## src/rtl/dlcmd_pkg.sv

```systemverilog
// ----------------------------------------------------------------------------
// Dual load cell median filter: shared package
// Widths, item types, configuration register map and reset values.
// ----------------------------------------------------------------------------
package dlcmd_pkg;

   localparam int SAMPLE_BITS   = 24;
   localparam int LEVEL_BITS    = 18;
   localparam int LIMIT_BITS    = 8;
   localparam int CSR_ADDR_BITS = 5;
   localparam int CSR_DATA_BITS = 32;

   localparam logic [LEVEL_BITS-1:0] BAND_LOW_RESET   = 18'd83500;
   localparam logic [LEVEL_BITS-1:0] BAND_HIGH_RESET  = 18'd84000;
   localparam logic [LIMIT_BITS-1:0] STEP_LIMIT_RESET = 8'd3;
   localparam logic [LIMIT_BITS-1:0] BIAS_LIMIT_RESET = 8'd2;
   localparam logic [LIMIT_BITS-1:0] HOLD_TICKS_RESET = 8'd250;
   localparam logic [LEVEL_BITS-1:0] BASELINE_RESET   = 18'd0;

   typedef enum logic [2:0] {
      REG_BAND_LOW   = 3'd0,
      REG_BAND_HIGH  = 3'd1,
      REG_STEP_LIMIT = 3'd2,
      REG_BIAS_LIMIT = 3'd3,
      REG_HOLD_TICKS = 3'd4,
      REG_BASELINE_A = 3'd5,
      REG_BASELINE_B = 3'd6
   } csr_index_type;

   typedef struct packed {
      logic [SAMPLE_BITS-1:0] sample_a;
      logic [SAMPLE_BITS-1:0] sample_b;
      logic                   check_enable;
   } req_type;

   typedef struct packed {
      logic [LEVEL_BITS-1:0] level_a;
      logic [LEVEL_BITS-1:0] level_b;
      logic                  window_full;
      logic [1:0]            disconnected;
   } rsp_type;

   typedef struct packed {
      logic [LEVEL_BITS-1:0] band_low;
      logic [LEVEL_BITS-1:0] band_high;
      logic [LIMIT_BITS-1:0] step_limit;
      logic [LIMIT_BITS-1:0] bias_limit;
      logic [LIMIT_BITS-1:0] hold_ticks;
      logic [LEVEL_BITS-1:0] baseline_a;
      logic [LEVEL_BITS-1:0] baseline_b;
   } cfg_type;

   typedef struct packed {
      logic [LEVEL_BITS-1:0] level_a;
      logic [LEVEL_BITS-1:0] level_b;
      logic                  check_enable;
   } scaled_type;

   typedef struct packed {
      logic [LEVEL_BITS-1:0] level_a;
      logic [LEVEL_BITS-1:0] level_b;
      logic                  window_full;
      logic                  check_enable;
   } median_type;

endpackage

```

## src/rtl/dlcmd_csr.sv

```systemverilog
// ----------------------------------------------------------------------------
// Dual load cell median filter: configuration registers
// APB-style register file holding the band, limits and tare baselines.
// ----------------------------------------------------------------------------
module dlcmd_csr (
   input  logic                               clock,
   input  logic                               reset,
   input  logic                               csr_psel,
   input  logic                               csr_penable,
   input  logic                               csr_pwrite,
   input  logic [dlcmd_pkg::CSR_ADDR_BITS-1:0] csr_paddr,
   input  logic [dlcmd_pkg::CSR_DATA_BITS-1:0] csr_pwdata,
   output logic [dlcmd_pkg::CSR_DATA_BITS-1:0] csr_prdata,
   output logic                               csr_pready,
   output dlcmd_pkg::cfg_type                 cfg
);
   import dlcmd_pkg::*;

   cfg_type    cfg_ff;
   cfg_type    cfg_in;
   logic       write_en;
   logic [2:0] index;

   assign index      = csr_paddr[4:2];
   assign write_en   = csr_psel & csr_penable & csr_pwrite;
   assign csr_pready = 1'b1;
   assign cfg        = cfg_ff;

   always_comb begin
      cfg_in = cfg_ff;
      if (write_en) begin
         unique case (index)
            REG_BAND_LOW:   cfg_in.band_low   = csr_pwdata[LEVEL_BITS-1:0];
            REG_BAND_HIGH:  cfg_in.band_high  = csr_pwdata[LEVEL_BITS-1:0];
            REG_STEP_LIMIT: cfg_in.step_limit = csr_pwdata[LIMIT_BITS-1:0];
            REG_BIAS_LIMIT: cfg_in.bias_limit = csr_pwdata[LIMIT_BITS-1:0];
            REG_HOLD_TICKS: cfg_in.hold_ticks = csr_pwdata[LIMIT_BITS-1:0];
            REG_BASELINE_A: cfg_in.baseline_a = csr_pwdata[LEVEL_BITS-1:0];
            REG_BASELINE_B: cfg_in.baseline_b = csr_pwdata[LEVEL_BITS-1:0];
            default:        cfg_in = cfg_ff;
         endcase
      end
   end

   always_comb begin
      unique case (index)
         REG_BAND_LOW:   csr_prdata = CSR_DATA_BITS'(cfg_ff.band_low);
         REG_BAND_HIGH:  csr_prdata = CSR_DATA_BITS'(cfg_ff.band_high);
         REG_STEP_LIMIT: csr_prdata = CSR_DATA_BITS'(cfg_ff.step_limit);
         REG_BIAS_LIMIT: csr_prdata = CSR_DATA_BITS'(cfg_ff.bias_limit);
         REG_HOLD_TICKS: csr_prdata = CSR_DATA_BITS'(cfg_ff.hold_ticks);
         REG_BASELINE_A: csr_prdata = CSR_DATA_BITS'(cfg_ff.baseline_a);
         REG_BASELINE_B: csr_prdata = CSR_DATA_BITS'(cfg_ff.baseline_b);
         default:        csr_prdata = '0;
      endcase
   end

   always_ff @(posedge clock) begin
      if (reset) begin
         cfg_ff.band_low   <= BAND_LOW_RESET;
         cfg_ff.band_high  <= BAND_HIGH_RESET;
         cfg_ff.step_limit <= STEP_LIMIT_RESET;
         cfg_ff.bias_limit <= BIAS_LIMIT_RESET;
         cfg_ff.hold_ticks <= HOLD_TICKS_RESET;
         cfg_ff.baseline_a <= BASELINE_RESET;
         cfg_ff.baseline_b <= BASELINE_RESET;
      end else begin
         cfg_ff <= cfg_in;
      end
   end

endmodule

```

## src/rtl/dlcmd_scale.sv

```systemverilog
// ----------------------------------------------------------------------------
// Dual load cell median filter: input register and scaling
// Registers the incoming item and divides both readings by 100.
// ----------------------------------------------------------------------------
module dlcmd_scale (
   input  logic                  clock,
   input  logic                  reset,
   input  logic                  req_valid,
   output logic                  req_stall,
   input  dlcmd_pkg::req_type    req_data,
   output logic                  scaled_valid,
   input  logic                  scaled_ready,
   output dlcmd_pkg::scaled_type scaled_data
);
   import dlcmd_pkg::*;

   // Division by 100 is a shift by two and then a multiply by a rounded-up
   // reciprocal of 25, which is exact for every 22-bit operand.
   localparam int PRE_SHIFT    = 2;
   localparam int RECIP_SHIFT  = 27;
   localparam int RECIP_BITS   = 23;
   localparam int PRODUCT_BITS = SAMPLE_BITS - PRE_SHIFT + RECIP_BITS;
   localparam logic [RECIP_BITS-1:0] RECIP_25 = RECIP_BITS'(((64'd1 << RECIP_SHIFT) + 64'd24) / 64'd25);

   function automatic logic [LEVEL_BITS-1:0] scale_level(input logic [SAMPLE_BITS-1:0] raw);
      logic [PRODUCT_BITS-1:0] product;
      product = PRODUCT_BITS'(raw[SAMPLE_BITS-1:PRE_SHIFT]) * PRODUCT_BITS'(RECIP_25);
      return product[RECIP_SHIFT +: LEVEL_BITS];
   endfunction

   logic       in_valid_ff, in_valid_in;
   req_type    in_data_ff, in_data_in;
   logic       sc_valid_ff, sc_valid_in;
   scaled_type sc_data_ff, sc_data_in;
   logic       sc_ready, in_ready, accept, advance;

   assign sc_ready     = !sc_valid_ff || scaled_ready;
   assign in_ready     = !in_valid_ff || sc_ready;
   assign accept       = req_valid && in_ready;
   assign advance      = in_valid_ff && sc_ready;
   assign req_stall    = !in_ready;
   assign scaled_valid = sc_valid_ff;
   assign scaled_data  = sc_data_ff;

   always_comb begin
      in_valid_in = in_valid_ff;
      in_data_in  = in_data_ff;
      sc_valid_in = sc_valid_ff;
      sc_data_in  = sc_data_ff;
      if (advance) begin
         in_valid_in = 1'b0;
      end
      if (accept) begin
         in_valid_in = 1'b1;
         in_data_in  = req_data;
      end
      if (sc_valid_ff && scaled_ready) begin
         sc_valid_in = 1'b0;
      end
      if (advance) begin
         sc_valid_in             = 1'b1;
         sc_data_in.level_a      = scale_level(in_data_ff.sample_a);
         sc_data_in.level_b      = scale_level(in_data_ff.sample_b);
         sc_data_in.check_enable = in_data_ff.check_enable;
      end
   end

   always_ff @(posedge clock) begin
      if (reset) begin
         in_valid_ff <= 1'b0;
         sc_valid_ff <= 1'b0;
      end else begin
         in_valid_ff <= in_valid_in;
         sc_valid_ff <= sc_valid_in;
      end
      in_data_ff <= in_data_in;
      sc_data_ff <= sc_data_in;
   end

endmodule

```

## src/rtl/dlcmd_median.sv

```systemverilog
// ----------------------------------------------------------------------------
// Dual load cell median filter: sample windows and median network
// Keeps a ring of the latest levels per channel and registers their medians.
// ----------------------------------------------------------------------------
module dlcmd_median #(
   parameter int WINDOW = 5
) (
   input  logic                  clock,
   input  logic                  reset,
   input  logic                  scaled_valid,
   output logic                  scaled_ready,
   input  dlcmd_pkg::scaled_type scaled_data,
   output logic                  median_valid,
   input  logic                  median_ready,
   output dlcmd_pkg::median_type median_data
);
   import dlcmd_pkg::*;

   localparam int SLOT_BITS = $clog2(WINDOW);
   localparam int FILL_BITS = $clog2(WINDOW + 1);
   localparam int RANK_BITS = $clog2(WINDOW);
   localparam logic [SLOT_BITS-1:0] LAST_SLOT  = SLOT_BITS'(WINDOW - 1);
   localparam logic [FILL_BITS-1:0] FULL_COUNT = FILL_BITS'(WINDOW);
   localparam logic [RANK_BITS-1:0] MID_RANK   = RANK_BITS'(WINDOW / 2);

   // Each entry's rank is the number of entries that sort ahead of it, ties
   // broken by position, so exactly one entry holds the middle rank.
   function automatic logic [LEVEL_BITS-1:0] pick_median(
      input logic [WINDOW-1:0][LEVEL_BITS-1:0] ring
   );
      logic [RANK_BITS-1:0]  rank;
      logic [LEVEL_BITS-1:0] result;
      result = '0;
      for (int i = 0; i < WINDOW; i++) begin
         rank = '0;
         for (int j = 0; j < WINDOW; j++) begin
            if ((ring[j] < ring[i]) || ((ring[j] == ring[i]) && (j < i))) begin
               rank = rank + RANK_BITS'(1);
            end
         end
         if (rank == MID_RANK) begin
            result = ring[i];
         end
      end
      return result;
   endfunction

   logic [WINDOW-1:0][LEVEL_BITS-1:0] window_a_ff, window_a_in;
   logic [WINDOW-1:0][LEVEL_BITS-1:0] window_b_ff, window_b_in;
   logic [SLOT_BITS-1:0] slot_ff, slot_in;
   logic [FILL_BITS-1:0] fill_ff, fill_in;
   logic                 win_valid_ff, win_valid_in;
   logic                 win_full_ff, win_full_in;
   logic                 win_check_ff, win_check_in;
   logic                 out_valid_ff, out_valid_in;
   median_type           out_ff, out_in;
   logic                 out_ready, win_ready, write_en, advance;

   assign out_ready    = !out_valid_ff || median_ready;
   assign win_ready    = !win_valid_ff || out_ready;
   assign write_en     = scaled_valid && win_ready;
   assign advance      = win_valid_ff && out_ready;
   assign scaled_ready = win_ready;
   assign median_valid = out_valid_ff;
   assign median_data  = out_ff;

   always_comb begin
      window_a_in  = window_a_ff;
      window_b_in  = window_b_ff;
      slot_in      = slot_ff;
      fill_in      = fill_ff;
      win_valid_in = win_valid_ff;
      win_full_in  = win_full_ff;
      win_check_in = win_check_ff;
      if (advance) begin
         win_valid_in = 1'b0;
      end
      if (write_en) begin
         window_a_in[slot_ff] = scaled_data.level_a;
         window_b_in[slot_ff] = scaled_data.level_b;
         slot_in = (slot_ff == LAST_SLOT) ? '0 : slot_ff + SLOT_BITS'(1);
         if (fill_ff != FULL_COUNT) begin
            fill_in = fill_ff + FILL_BITS'(1);
         end
         win_valid_in = 1'b1;
         win_full_in  = (fill_in == FULL_COUNT);
         win_check_in = scaled_data.check_enable;
      end
   end

   always_comb begin
      out_valid_in = out_valid_ff;
      out_in       = out_ff;
      if (out_valid_ff && median_ready) begin
         out_valid_in = 1'b0;
      end
      if (advance) begin
         out_valid_in        = 1'b1;
         out_in.level_a      = pick_median(window_a_ff);
         out_in.level_b      = pick_median(window_b_ff);
         out_in.window_full  = win_full_ff;
         out_in.check_enable = win_check_ff;
      end
   end

   always_ff @(posedge clock) begin
      if (reset) begin
         slot_ff      <= '0;
         fill_ff      <= '0;
         win_valid_ff <= 1'b0;
         out_valid_ff <= 1'b0;
      end else begin
         slot_ff      <= slot_in;
         fill_ff      <= fill_in;
         win_valid_ff <= win_valid_in;
         out_valid_ff <= out_valid_in;
      end
      window_a_ff  <= window_a_in;
      window_b_ff  <= window_b_in;
      win_full_ff  <= win_full_in;
      win_check_ff <= win_check_in;
      out_ff       <= out_in;
   end

`ifndef SYNTHESIS
   a_full_needs_fill: assert property (@(posedge clock) disable iff (reset)
      (win_valid_ff && win_full_ff) |-> (fill_ff == FULL_COUNT))
      else $error("window reported full before every slot was written");
   a_slot_range: assert property (@(posedge clock) disable iff (reset)
      write_en |=> (slot_ff <= LAST_SLOT))
      else $error("write slot left the ring");
`endif

endmodule

```

## src/rtl/dlcmd_detect.sv

```systemverilog
// ----------------------------------------------------------------------------
// Dual load cell median filter: disconnect detector and result register
// Tests each level for a frozen or zero reading, counts how long that holds
// and raises the per-channel flag once the count passes the hold limit.
// ----------------------------------------------------------------------------
module dlcmd_detect (
   input  logic                  clock,
   input  logic                  reset,
   input  dlcmd_pkg::cfg_type    cfg,
   input  logic                  median_valid,
   output logic                  median_ready,
   input  dlcmd_pkg::median_type median_data,
   output logic                  rsp_valid,
   input  logic                  rsp_stall,
   output dlcmd_pkg::rsp_type    rsp_data
);
   import dlcmd_pkg::*;

   typedef struct packed {
      logic [LEVEL_BITS-1:0] level_a;
      logic [LEVEL_BITS-1:0] level_b;
      logic                  window_full;
      logic                  check_enable;
      logic                  frozen_a;
      logic                  frozen_b;
   } check_type;

   function automatic logic is_frozen(
      input logic [LEVEL_BITS-1:0] level,
      input logic [LEVEL_BITS-1:0] previous,
      input logic [LEVEL_BITS-1:0] baseline,
      input cfg_type               limits
   );
      logic [LEVEL_BITS-1:0] step;
      logic [LEVEL_BITS-1:0] bias;
      step = (level > previous) ? level - previous : previous - level;
      bias = (level > baseline) ? level - baseline : baseline - level;
      return (level == '0) ||
             ((level >= limits.band_low) && (level < limits.band_high) &&
              (step < LEVEL_BITS'(limits.step_limit)) &&
              (bias <= LEVEL_BITS'(limits.bias_limit)));
   endfunction

   function automatic logic [LIMIT_BITS-1:0] bump(
      input logic [LIMIT_BITS-1:0] count,
      input logic                  cond
   );
      logic [LIMIT_BITS-1:0] result;
      result = '0;
      if (cond) begin
         result = (count == '1) ? count : count + LIMIT_BITS'(1);
      end
      return result;
   endfunction

   logic [LEVEL_BITS-1:0] cur_a_ff, cur_a_in;
   logic [LEVEL_BITS-1:0] cur_b_ff, cur_b_in;
   logic                  chk_valid_ff, chk_valid_in;
   check_type             chk_ff, chk_in;
   logic [LIMIT_BITS-1:0] cnt_a_ff, cnt_a_in;
   logic [LIMIT_BITS-1:0] cnt_b_ff, cnt_b_in;
   logic [1:0]            flag_ff, flag_in;
   logic                  rsp_valid_ff, rsp_valid_in;
   rsp_type               rsp_ff, rsp_in;
   logic                  out_ready, chk_ready, chk_load, out_load, evaluate;

   assign out_ready    = !rsp_valid_ff || !rsp_stall;
   assign chk_ready    = !chk_valid_ff || out_ready;
   assign chk_load     = median_valid && chk_ready;
   assign out_load     = chk_valid_ff && out_ready;
   assign evaluate     = out_load && chk_ff.window_full && chk_ff.check_enable;
   assign median_ready = chk_ready;
   assign rsp_valid    = rsp_valid_ff;
   assign rsp_data     = rsp_ff;

   always_comb begin
      cur_a_in     = cur_a_ff;
      cur_b_in     = cur_b_ff;
      chk_valid_in = chk_valid_ff;
      chk_in       = chk_ff;
      if (out_load) begin
         chk_valid_in = 1'b0;
      end
      if (chk_load) begin
         chk_valid_in        = 1'b1;
         chk_in.window_full  = median_data.window_full;
         chk_in.check_enable = median_data.check_enable;
         chk_in.frozen_a     = is_frozen(median_data.level_a, cur_a_ff, cfg.baseline_a, cfg);
         chk_in.frozen_b     = is_frozen(median_data.level_b, cur_b_ff, cfg.baseline_b, cfg);
         if (median_data.window_full) begin
            cur_a_in = median_data.level_a;
            cur_b_in = median_data.level_b;
         end else begin
            cur_a_in = '0;
            cur_b_in = '0;
         end
         chk_in.level_a = cur_a_in;
         chk_in.level_b = cur_b_in;
      end
   end

   always_comb begin
      cnt_a_in     = cnt_a_ff;
      cnt_b_in     = cnt_b_ff;
      flag_in      = flag_ff;
      rsp_valid_in = rsp_valid_ff;
      rsp_in       = rsp_ff;
      if (evaluate) begin
         cnt_a_in = bump(cnt_a_ff, chk_ff.frozen_a);
         cnt_b_in = bump(cnt_b_ff, chk_ff.frozen_b);
         flag_in  = {cnt_b_in > cfg.hold_ticks, cnt_a_in > cfg.hold_ticks};
      end
      if (rsp_valid_ff && !rsp_stall) begin
         rsp_valid_in = 1'b0;
      end
      if (out_load) begin
         rsp_valid_in        = 1'b1;
         rsp_in.level_a      = chk_ff.level_a;
         rsp_in.level_b      = chk_ff.level_b;
         rsp_in.window_full  = chk_ff.window_full;
         rsp_in.disconnected = flag_in;
      end
   end

   always_ff @(posedge clock) begin
      if (reset) begin
         cur_a_ff     <= '0;
         cur_b_ff     <= '0;
         chk_valid_ff <= 1'b0;
         cnt_a_ff     <= '0;
         cnt_b_ff     <= '0;
         flag_ff      <= '0;
         rsp_valid_ff <= 1'b0;
      end else begin
         cur_a_ff     <= cur_a_in;
         cur_b_ff     <= cur_b_in;
         chk_valid_ff <= chk_valid_in;
         cnt_a_ff     <= cnt_a_in;
         cnt_b_ff     <= cnt_b_in;
         flag_ff      <= flag_in;
         rsp_valid_ff <= rsp_valid_in;
      end
      chk_ff <= chk_in;
      rsp_ff <= rsp_in;
   end

`ifndef SYNTHESIS
   a_flag_hold: assert property (@(posedge clock) disable iff (reset)
      !evaluate |=> $stable(flag_ff))
      else $error("disconnect flags changed without an evaluation");
   a_count_kept: assert property (@(posedge clock) disable iff (reset)
      (evaluate && chk_ff.frozen_a) |=> (cnt_a_ff != '0))
      else $error("frozen counter of channel a lost its count");
   a_warmup_zero: assert property (@(posedge clock) disable iff (reset)
      (rsp_valid_ff && !rsp_ff.window_full) |->
         ((rsp_ff.level_a == '0) && (rsp_ff.level_b == '0)))
      else $error("nonzero level reported while the window fills");
`endif

endmodule

```

## src/rtl/dual_load_cell_median_disconnect.sv

```systemverilog
// ----------------------------------------------------------------------------
// Dual load cell sliding median filter with disconnect detection
// Each item carries one raw reading per channel and gives exactly one result
// item. Readings are divided by 100 and kept in a ring of WINDOW levels per
// channel; the level is the median of that ring, and it reads 0 until WINDOW
// items have arrived. When checking is enabled and the window is full, a level
// that sits frozen in the configured band near its baseline, or reads zero,
// advances a saturating counter, and the channel's disconnect flag is set
// while that counter is above hold_ticks. The block takes one item every clock
// cycle while the result port is not stalled. The item passes six registers:
// the input register, the reciprocal multiply, the window write, the median
// network, the frozen test and the counter update. The stages close up around
// a stalled result, so up to six items are held in flight.
// ----------------------------------------------------------------------------
module dual_load_cell_median_disconnect #(
   parameter int WINDOW = 5
) (
   input  logic                                clock,
   input  logic                                reset,
   input  logic                                req_valid,
   output logic                                req_stall,
   input  dlcmd_pkg::req_type                  req_data,
   output logic                                rsp_valid,
   input  logic                                rsp_stall,
   output dlcmd_pkg::rsp_type                  rsp_data,
   input  logic                                csr_psel,
   input  logic                                csr_penable,
   input  logic                                csr_pwrite,
   input  logic [dlcmd_pkg::CSR_ADDR_BITS-1:0] csr_paddr,
   input  logic [dlcmd_pkg::CSR_DATA_BITS-1:0] csr_pwdata,
   output logic [dlcmd_pkg::CSR_DATA_BITS-1:0] csr_prdata,
   output logic                                csr_pready
);
   import dlcmd_pkg::*;

   cfg_type    cfg;
   logic       scaled_valid, scaled_ready;
   scaled_type scaled_data;
   logic       median_valid, median_ready;
   median_type median_data;

   dlcmd_csr u_csr (
      .clock       (clock),
      .reset       (reset),
      .csr_psel    (csr_psel),
      .csr_penable (csr_penable),
      .csr_pwrite  (csr_pwrite),
      .csr_paddr   (csr_paddr),
      .csr_pwdata  (csr_pwdata),
      .csr_prdata  (csr_prdata),
      .csr_pready  (csr_pready),
      .cfg         (cfg)
   );

   dlcmd_scale u_scale (
      .clock        (clock),
      .reset        (reset),
      .req_valid    (req_valid),
      .req_stall    (req_stall),
      .req_data     (req_data),
      .scaled_valid (scaled_valid),
      .scaled_ready (scaled_ready),
      .scaled_data  (scaled_data)
   );

   dlcmd_median #(
      .WINDOW (WINDOW)
   ) u_median (
      .clock        (clock),
      .reset        (reset),
      .scaled_valid (scaled_valid),
      .scaled_ready (scaled_ready),
      .scaled_data  (scaled_data),
      .median_valid (median_valid),
      .median_ready (median_ready),
      .median_data  (median_data)
   );

   dlcmd_detect u_detect (
      .clock        (clock),
      .reset        (reset),
      .cfg          (cfg),
      .median_valid (median_valid),
      .median_ready (median_ready),
      .median_data  (median_data),
      .rsp_valid    (rsp_valid),
      .rsp_stall    (rsp_stall),
      .rsp_data     (rsp_data)
   );

endmodule
```

## config.mk

```make
export PLATFORM = sky130hd
export DESIGN_NAME = dual_load_cell_median_disconnect
export DESIGN_NICKNAME = d
export VERILOG_FILES = /design/src/rtl/dlcmd_pkg.sv /design/src/rtl/dlcmd_csr.sv /design/src/rtl/dlcmd_scale.sv /design/src/rtl/dlcmd_median.sv /design/src/rtl/dlcmd_detect.sv /design/src/rtl/dual_load_cell_median_disconnect.sv
export SDC_FILE = /design/constraint.sdc
export NUM_CORES = 2
export LEC_CHECK = 0
export BUFFER_PORTS_ARGS = -buffer_cell sky130_fd_sc_hd__buf_2
export CORE_MARGIN = 4
export CORE_UTILIZATION = 40
export DETAILED_ROUTE_END_ITERATION = 16
export MAX_ROUTING_LAYER = met4
export PLACE_DENSITY_LB_ADDON = 0.3
export SLEW_MARGIN = 15
export SYNTH_ARGS = -nofsm -noshare
export SYNTH_HDL_FRONTEND = slang
export SYNTH_SLANG_ARGS = --single-unit
```

## constraint.sdc

```tcl
create_clock -name clock -period 16.4 [get_ports clock]
set_clock_uncertainty 0.05 [all_clocks]
set_input_delay 4.92 -clock clock [delete_from_list [all_inputs] [get_ports clock]]
set_output_delay 4.92 -clock clock [all_outputs]
set_load 0.03 [all_outputs]
```

==> After elaboration in Yosys (flattened, before gate mapping) <==
Cells that the tools add are included.
{ "totals": {"register_bits": 547, "inputBits": 93, "out_inout_bits": 74, "elab_cells": 426} }
{ "classes": {"addsub": 52, "multipliers": 2, "magnitude_cmp": 66, "n_eq_ne": 41, "mux": 143, "n_bitwise": 2, "reduce_logical": 68} }
{ "op_table": {"columns": ["op", "count"], "rows": [
  ["18-bit less-than comparator", 52],
  ["18-bit equality test", 20],
  ["18-bit two-way mux", 17],
  ["3-bit two-way mux", 93],
  ["90-bit bitwise mux", 2],
  ["18-bit subtractor", 8],
  ["3-bit by 1-bit adder with 3-bit output, second input constant", 42],
  ["18-bit one-hot mux with 7 select lines", 1],
  ["22-bit by 22-bit multiplier with 44-bit output, second input constant", 2],
  ["18-bit greater-than comparator", 4],
  ["18-bit demux with 3-bit select", 1],
  ["8-bit two-way mux", 6],
  ["3-bit by 2-bit equality test with 1-bit output, second input constant", 12],
  ["18-bit greater-or-equal comparator", 2],
  ["18-bit by 8-bit <= comparator with 1-bit output", 2],
  ["18-bit zero test", 2],
  ["18-bit by 8-bit less-than comparator with 1-bit output", 2],
  ["1-bit logical OR", 28],
  ["1-bit two-way mux", 22],
  ["8-bit by 1-bit adder with 8-bit output, second input constant", 2],
  ["8-bit equality test, second input constant", 2],
  ["8-bit greater-than comparator", 2],
  ["1-bit logical AND", 16],
  ["3-bit equality test, second input constant", 5],
  ["other kinds (10)", 29]
]} }

==> Logic depth before layout (Yosys ltp) <==
{ "depth": {"word_depth": 24, "depth_mapped": 28, "depth_no_buf": 27} }

==> By module <==
A second synthesis with hierarchy kept.
{ "hier_totals": {"hier_cells": 6013, "hier_area_um2": 57985.6} }
{ "by_module_without_submodules": {"columns": ["module", "instances", "cells_each", "area_per_inst_um2", "seq_area_each_um2"], "rows": [
  ["dlcmd_scale", 1, 1916, 20184.4, 2502.4],
  ["dlcmd_median", 1, 1688, 18166.2, 6766.5],
  ["dlcmd_detect", 1, 1848, 14933.1, 3493.4],
  ["dlcmd_csr", 1, 561, 4702.0, 1921.8]
]} }

==> Worst setup path before layout <==
Ideal clock, no wire load.
{ "synth_timing": {"path_kind": "input-to-output", "startpoint": "input port csr_paddr[2] (netlist bit)", "endpoint": "output port csr_prdata[7] (netlist bit)", "arrival_time_ps": 6947, "required_time_ps": 11430, "path_slack_ps": 4483, "path_stages": 4, "n_path_buf": 2, "cell_sequence": "clkbuf_1 > clkbuf_1 > mux4_2 > o21ai_0"} }
{ "synth_between": {"elab_chain_len": 2, "elab_cells_between_ends": 8, "classes_between": "eq/ne (6); mux (1); reduce/logical (1)"} }
{ "synth_rtl": {"columns": ["element", "line", "source"], "rows": [
  ["start: declaration", "dual_load_cell_median_disconnect.sv:29", "input logic [dlcmd_pkg::CSR_ADDR_BITS-1:0] csr_paddr,"],
  ["3-bit equality test, or another cell as far along", "dlcmd_csr.sv:46", "unique case (index)"],
  ["18-bit one-hot mux with 7 select lines *", "dlcmd_csr.sv:46", null],
  ["end: declaration", "dual_load_cell_median_disconnect.sv:31", "output logic [dlcmd_pkg::CSR_DATA_BITS-1:0] csr_prdata,"]
]} }
Every way passes the cells marked *; elsewhere a longest branch is shown, timed or not.

==> Final worst setup path <==
{ "layout_timing": {"startpoint": "input port csr_paddr[2] (netlist bit)", "endpoint": "output port csr_prdata[2] (netlist bit)"} }
The elaborated chain is that of the path after synthesis.

==> impl_metrics.csv <==
group,metric,value,unit
run_status,run_status,"complete, no violations",
logic_synthesis,synth_edf_count,381,
floorplanning,die_y,384,um
route,drtIter0Drc,2663,
sta,relSlewSlack,20.7,%
logic_synthesis,synth_simple_gate_area_share,9.79,%
sta,timing.final.ws_setup,4440,ps
logic_synthesis,netlist_top_cells_count,"1,126 x ha_1, 1,019 x inv_1, 463 x nand2_1",
grt,antenna_found_initial,5,
critical_path,r2r_slack,9090,ps
floorplanning,start_util,40.4,%
logic_synthesis,syn-cell-area,56500,um^2
critical_path,crit_fanout,30,
logic_synthesis,async_flop_share,0,%
floorplanning,fp-row-count,137,
floorplanning,fp.dieArea,147000,um^2
clock_tree,cts.path.max_buffers,3,
route,wl_per_cell,20.4,um
placement,dp_hpwl,129000,um
sta,hold_viol,0,
route,route.detailed.drc,0,
clock_tree,ctsHoldBuffers,0,
pwr,leakagePower,29.3,nW
placement,place_ws,4160,ps
logic_synthesis,synthTopCellsByArea,"ha_1 25%, edfxtp_1 20%, fa_1 13%",
layout,layout.cells.non_filler,7820,
sta,setup_viol,0,
logic_synthesis,yosysTopAreaCellShare,25.0,%
logic_synthesis,synth_mux_area_share,2.75,%
critical_path,path_class,"input port to primary output",
grt,grt_overflow_total,0,
clock_tree,cts_buffers,69,
placement,dpl_cell_area,59200,um^2
clock_tree,cts_root_buf,"clkbuf_16",
layout,design_area,61400,um^2
logic_synthesis,yosysTopAreaCell,"ha_1",
clock_tree,cts.sinks,543,
logic_synthesis,ys_seq_area_share,26.0,%
logic_synthesis,ys_ff_latch,543,
pwr,swShare,45.7,%
sta,fin_crit,11960,ps
clock_tree,path_clk_slew,60,ps
pwr,p_int,6.05,mW
sta,fmax,0.0836,GHz
route,dr_total_vias,42000,
clock_tree,htreeDepth,3,
grt,gr-usage-all-layers,22.1,%
logic_synthesis,synth_cell_types,105,
critical_path,critPathCaptureType,"primary output",
logic_synthesis,synth_compound_area_share,13.8,%
clock_tree,clk_latency,690,ps
placement,post-place-cells,7690,
pwr,seq_power_share,17.8,%
sta,tns,0,ps
pwr,powerDensity,181,nW/um^2
logic_synthesis,synthesis.instances,5779,
floorplanning,die_width,384,um
clock_tree,post_cts.repair.setup_buffers,0,
sta,tightest_slew,1190,ps
logic_synthesis,synth.most_common_cell,"ha_1",
floorplanning,io_pins,167,
sta,period_share,72.9,%
placement,port_buffers,131,
flow_run,max_cap_violations,0,
pwr,p_switching,5.09,mW
clock_tree,ctsResizeCount,0,
layout,fillers,13600,
pwr,p_clk_share,13.4,%
route,antenna_left,0,
grt,grt_pass1_vias,42300,
layout,fin_nets,7469,
logic_synthesis,avgSynthCellArea,9.77,um^2
critical_path,cp_data_arrival_time,6990,ps
logic_synthesis,yosysWarnings,0,
layout,drive_gt1_share,6.38,%
route,vias_per_cell,5.37,
layout,areaGrowthSynthToFinish,8.81,%
logic_synthesis,synth-main-ff-cell,"edfxtp_1",
route,drtPass1Iterations,6,
pwr,combPwrFrac,68.9,%
logic_synthesis,synth_top_family_by_area,"adder cells",
sta,rsz0062_at_grt,"no",
logic_synthesis,synth_fa_ha_area_share,37.9,%
clock_tree,cts_tree,"done",
logic_synthesis,synth_xor_area_share,1.74,%
sta,fin_hold_ws,363,ps
critical_path,crit_required,11430,ps
route,wl,159000,um
critical_path,critPathLaunchType,"input port",
grt,grt_start_max_net_pins,103,
sta,report.final.slew_viol_count,0,
worst_hold_path,hold_class,"flip-flop to flip-flop",
placement,place_congestion,0.968,
grt,grt_pass1_wl,247000,um
floorplanning,core,140000,um^2
pwr,irDropWorstVdd,0.000340,V
[cells in the final DEF, fill, tap and decap left out, types with 18 or more instances in the layout]
master / instances
nand4_1: 123
a211oi_1: 52
o22ai_1: 25
nor2_1: 199
a31oi_1: 21
o21ai_1: 25
buf_2: 130
nand3_1: 63
xor2_1: 54
o221ai_1: 18
inv_1: 1019
nand2b_1: 38
buf_4: 41
o21ai_0: 155
edfxtp_1: 381
nand2_1: 463
and3_1: 30
clkbuf_16: 69
o211ai_1: 25
nor3_1: 35
ha_1: 1126
fa_1: 364
o21a_1: 41
mux2_2: 26
nor4_1: 22
nor2b_1: 27
and2_1: 56
a21o_1: 233
dfxtp_1: 162
mux2i_1: 102
a211o_1: 19
o221a_1: 18
xnor2_1: 58
a21oi_1: 375
[through the flow]
stage	total power [mW]	utilization (%)
detailed placement	9.71	42.3
CTS	11.3	43.9
finish	11.1	43.9
floorplan	7.75	-
global route	12.5	43.9
global placement	9.56	42.3
[registers in the layout, indices dropped and copies added (netlist names), 18 cells and up]
| name | count |
|---|---|
| u_csr.cfg | 96 |
| u_detect.chk_ff | 40 |
| u_detect.cur_a_ff | 18 |
| u_detect.cur_b_ff | 18 |
| u_detect.rsp_data | 39 |
| u_median.median_data | 38 |
| u_median.window_a_ff | 90 |
| u_median.window_b_ff | 90 |
| u_scale.in_data_ff | 45 |
| u_scale.scaled_data | 37 |
[worst max-delay path, stage by stage]
cell and delay, ps:
buf_2 600, nor2b_2 700, a22oi_1 200, o221ai_1 290
buf_2 260
[routing by layer]
layer  vias to the layer above  wire length (um)  global-route usage, %
met1                     20500             73100                   29.5
met2                      1022             73000                   35.0
met4                         0              5480                   6.82
li1                      20300                 -                      -
met5                         -                 0                      -
met3                       235              7770                   3.02
[layout make-up]
cell class | count | area (um^2) | share of cell area, %
Timing Repair Buffer | 172 | 986 | 1.60
Clock inverter | 40 | 405 | 0.660
Antenna cell | 3 | 7.51 | 0.0122
Multi-Input combinational cell | 4079 | 37400 | 60.8
Clock buffer | 86 | 1800 | 2.93
Tap cell | 1876 | 2350 | 3.82
Inverter | 1021 | 3830 | 6.24
Sequential cell | 543 | 14700 | 23.9
[worst paths after layout]
check | startpoint | cells after the start | to
max reg2reg | u_scale.in_data_ff[12] | 23 | u_scale.scaled_data[15]
min reg2reg | u_scale.in_data_ff[0] | 0 | u_scale.scaled_data[0]
max | csr_paddr[2] | 5 | csr_prdata[2]
min | u_scale.in_data_ff[0] | 0 | u_scale.scaled_data[0]
[power groups by stage]
stage               Sequential [mW]  Combinational [mW]  Clock [mW]
floorplan                      1.95                5.80           0
global placement               2.00                7.56           0
detailed placement             2.00                7.71           0
CTS                            1.98                7.81        1.53
global route                   1.99                8.94        1.59
finish                         1.98                7.67        1.49
[logic make-up (layout without fill, tap and decap cells)]
family | after synthesis | count (layout)
xor+xnor | 112 | 112
compound gates | 1172 | 1172
flops | 543 | 543
fa+ha+maj | 1490 | 1490
mux | 141 | 141
buf+inv | 1170 | 1319
other cells | 2 | 18
simple gates | 1149 | 1149
(Power assumes the default switching activity.)
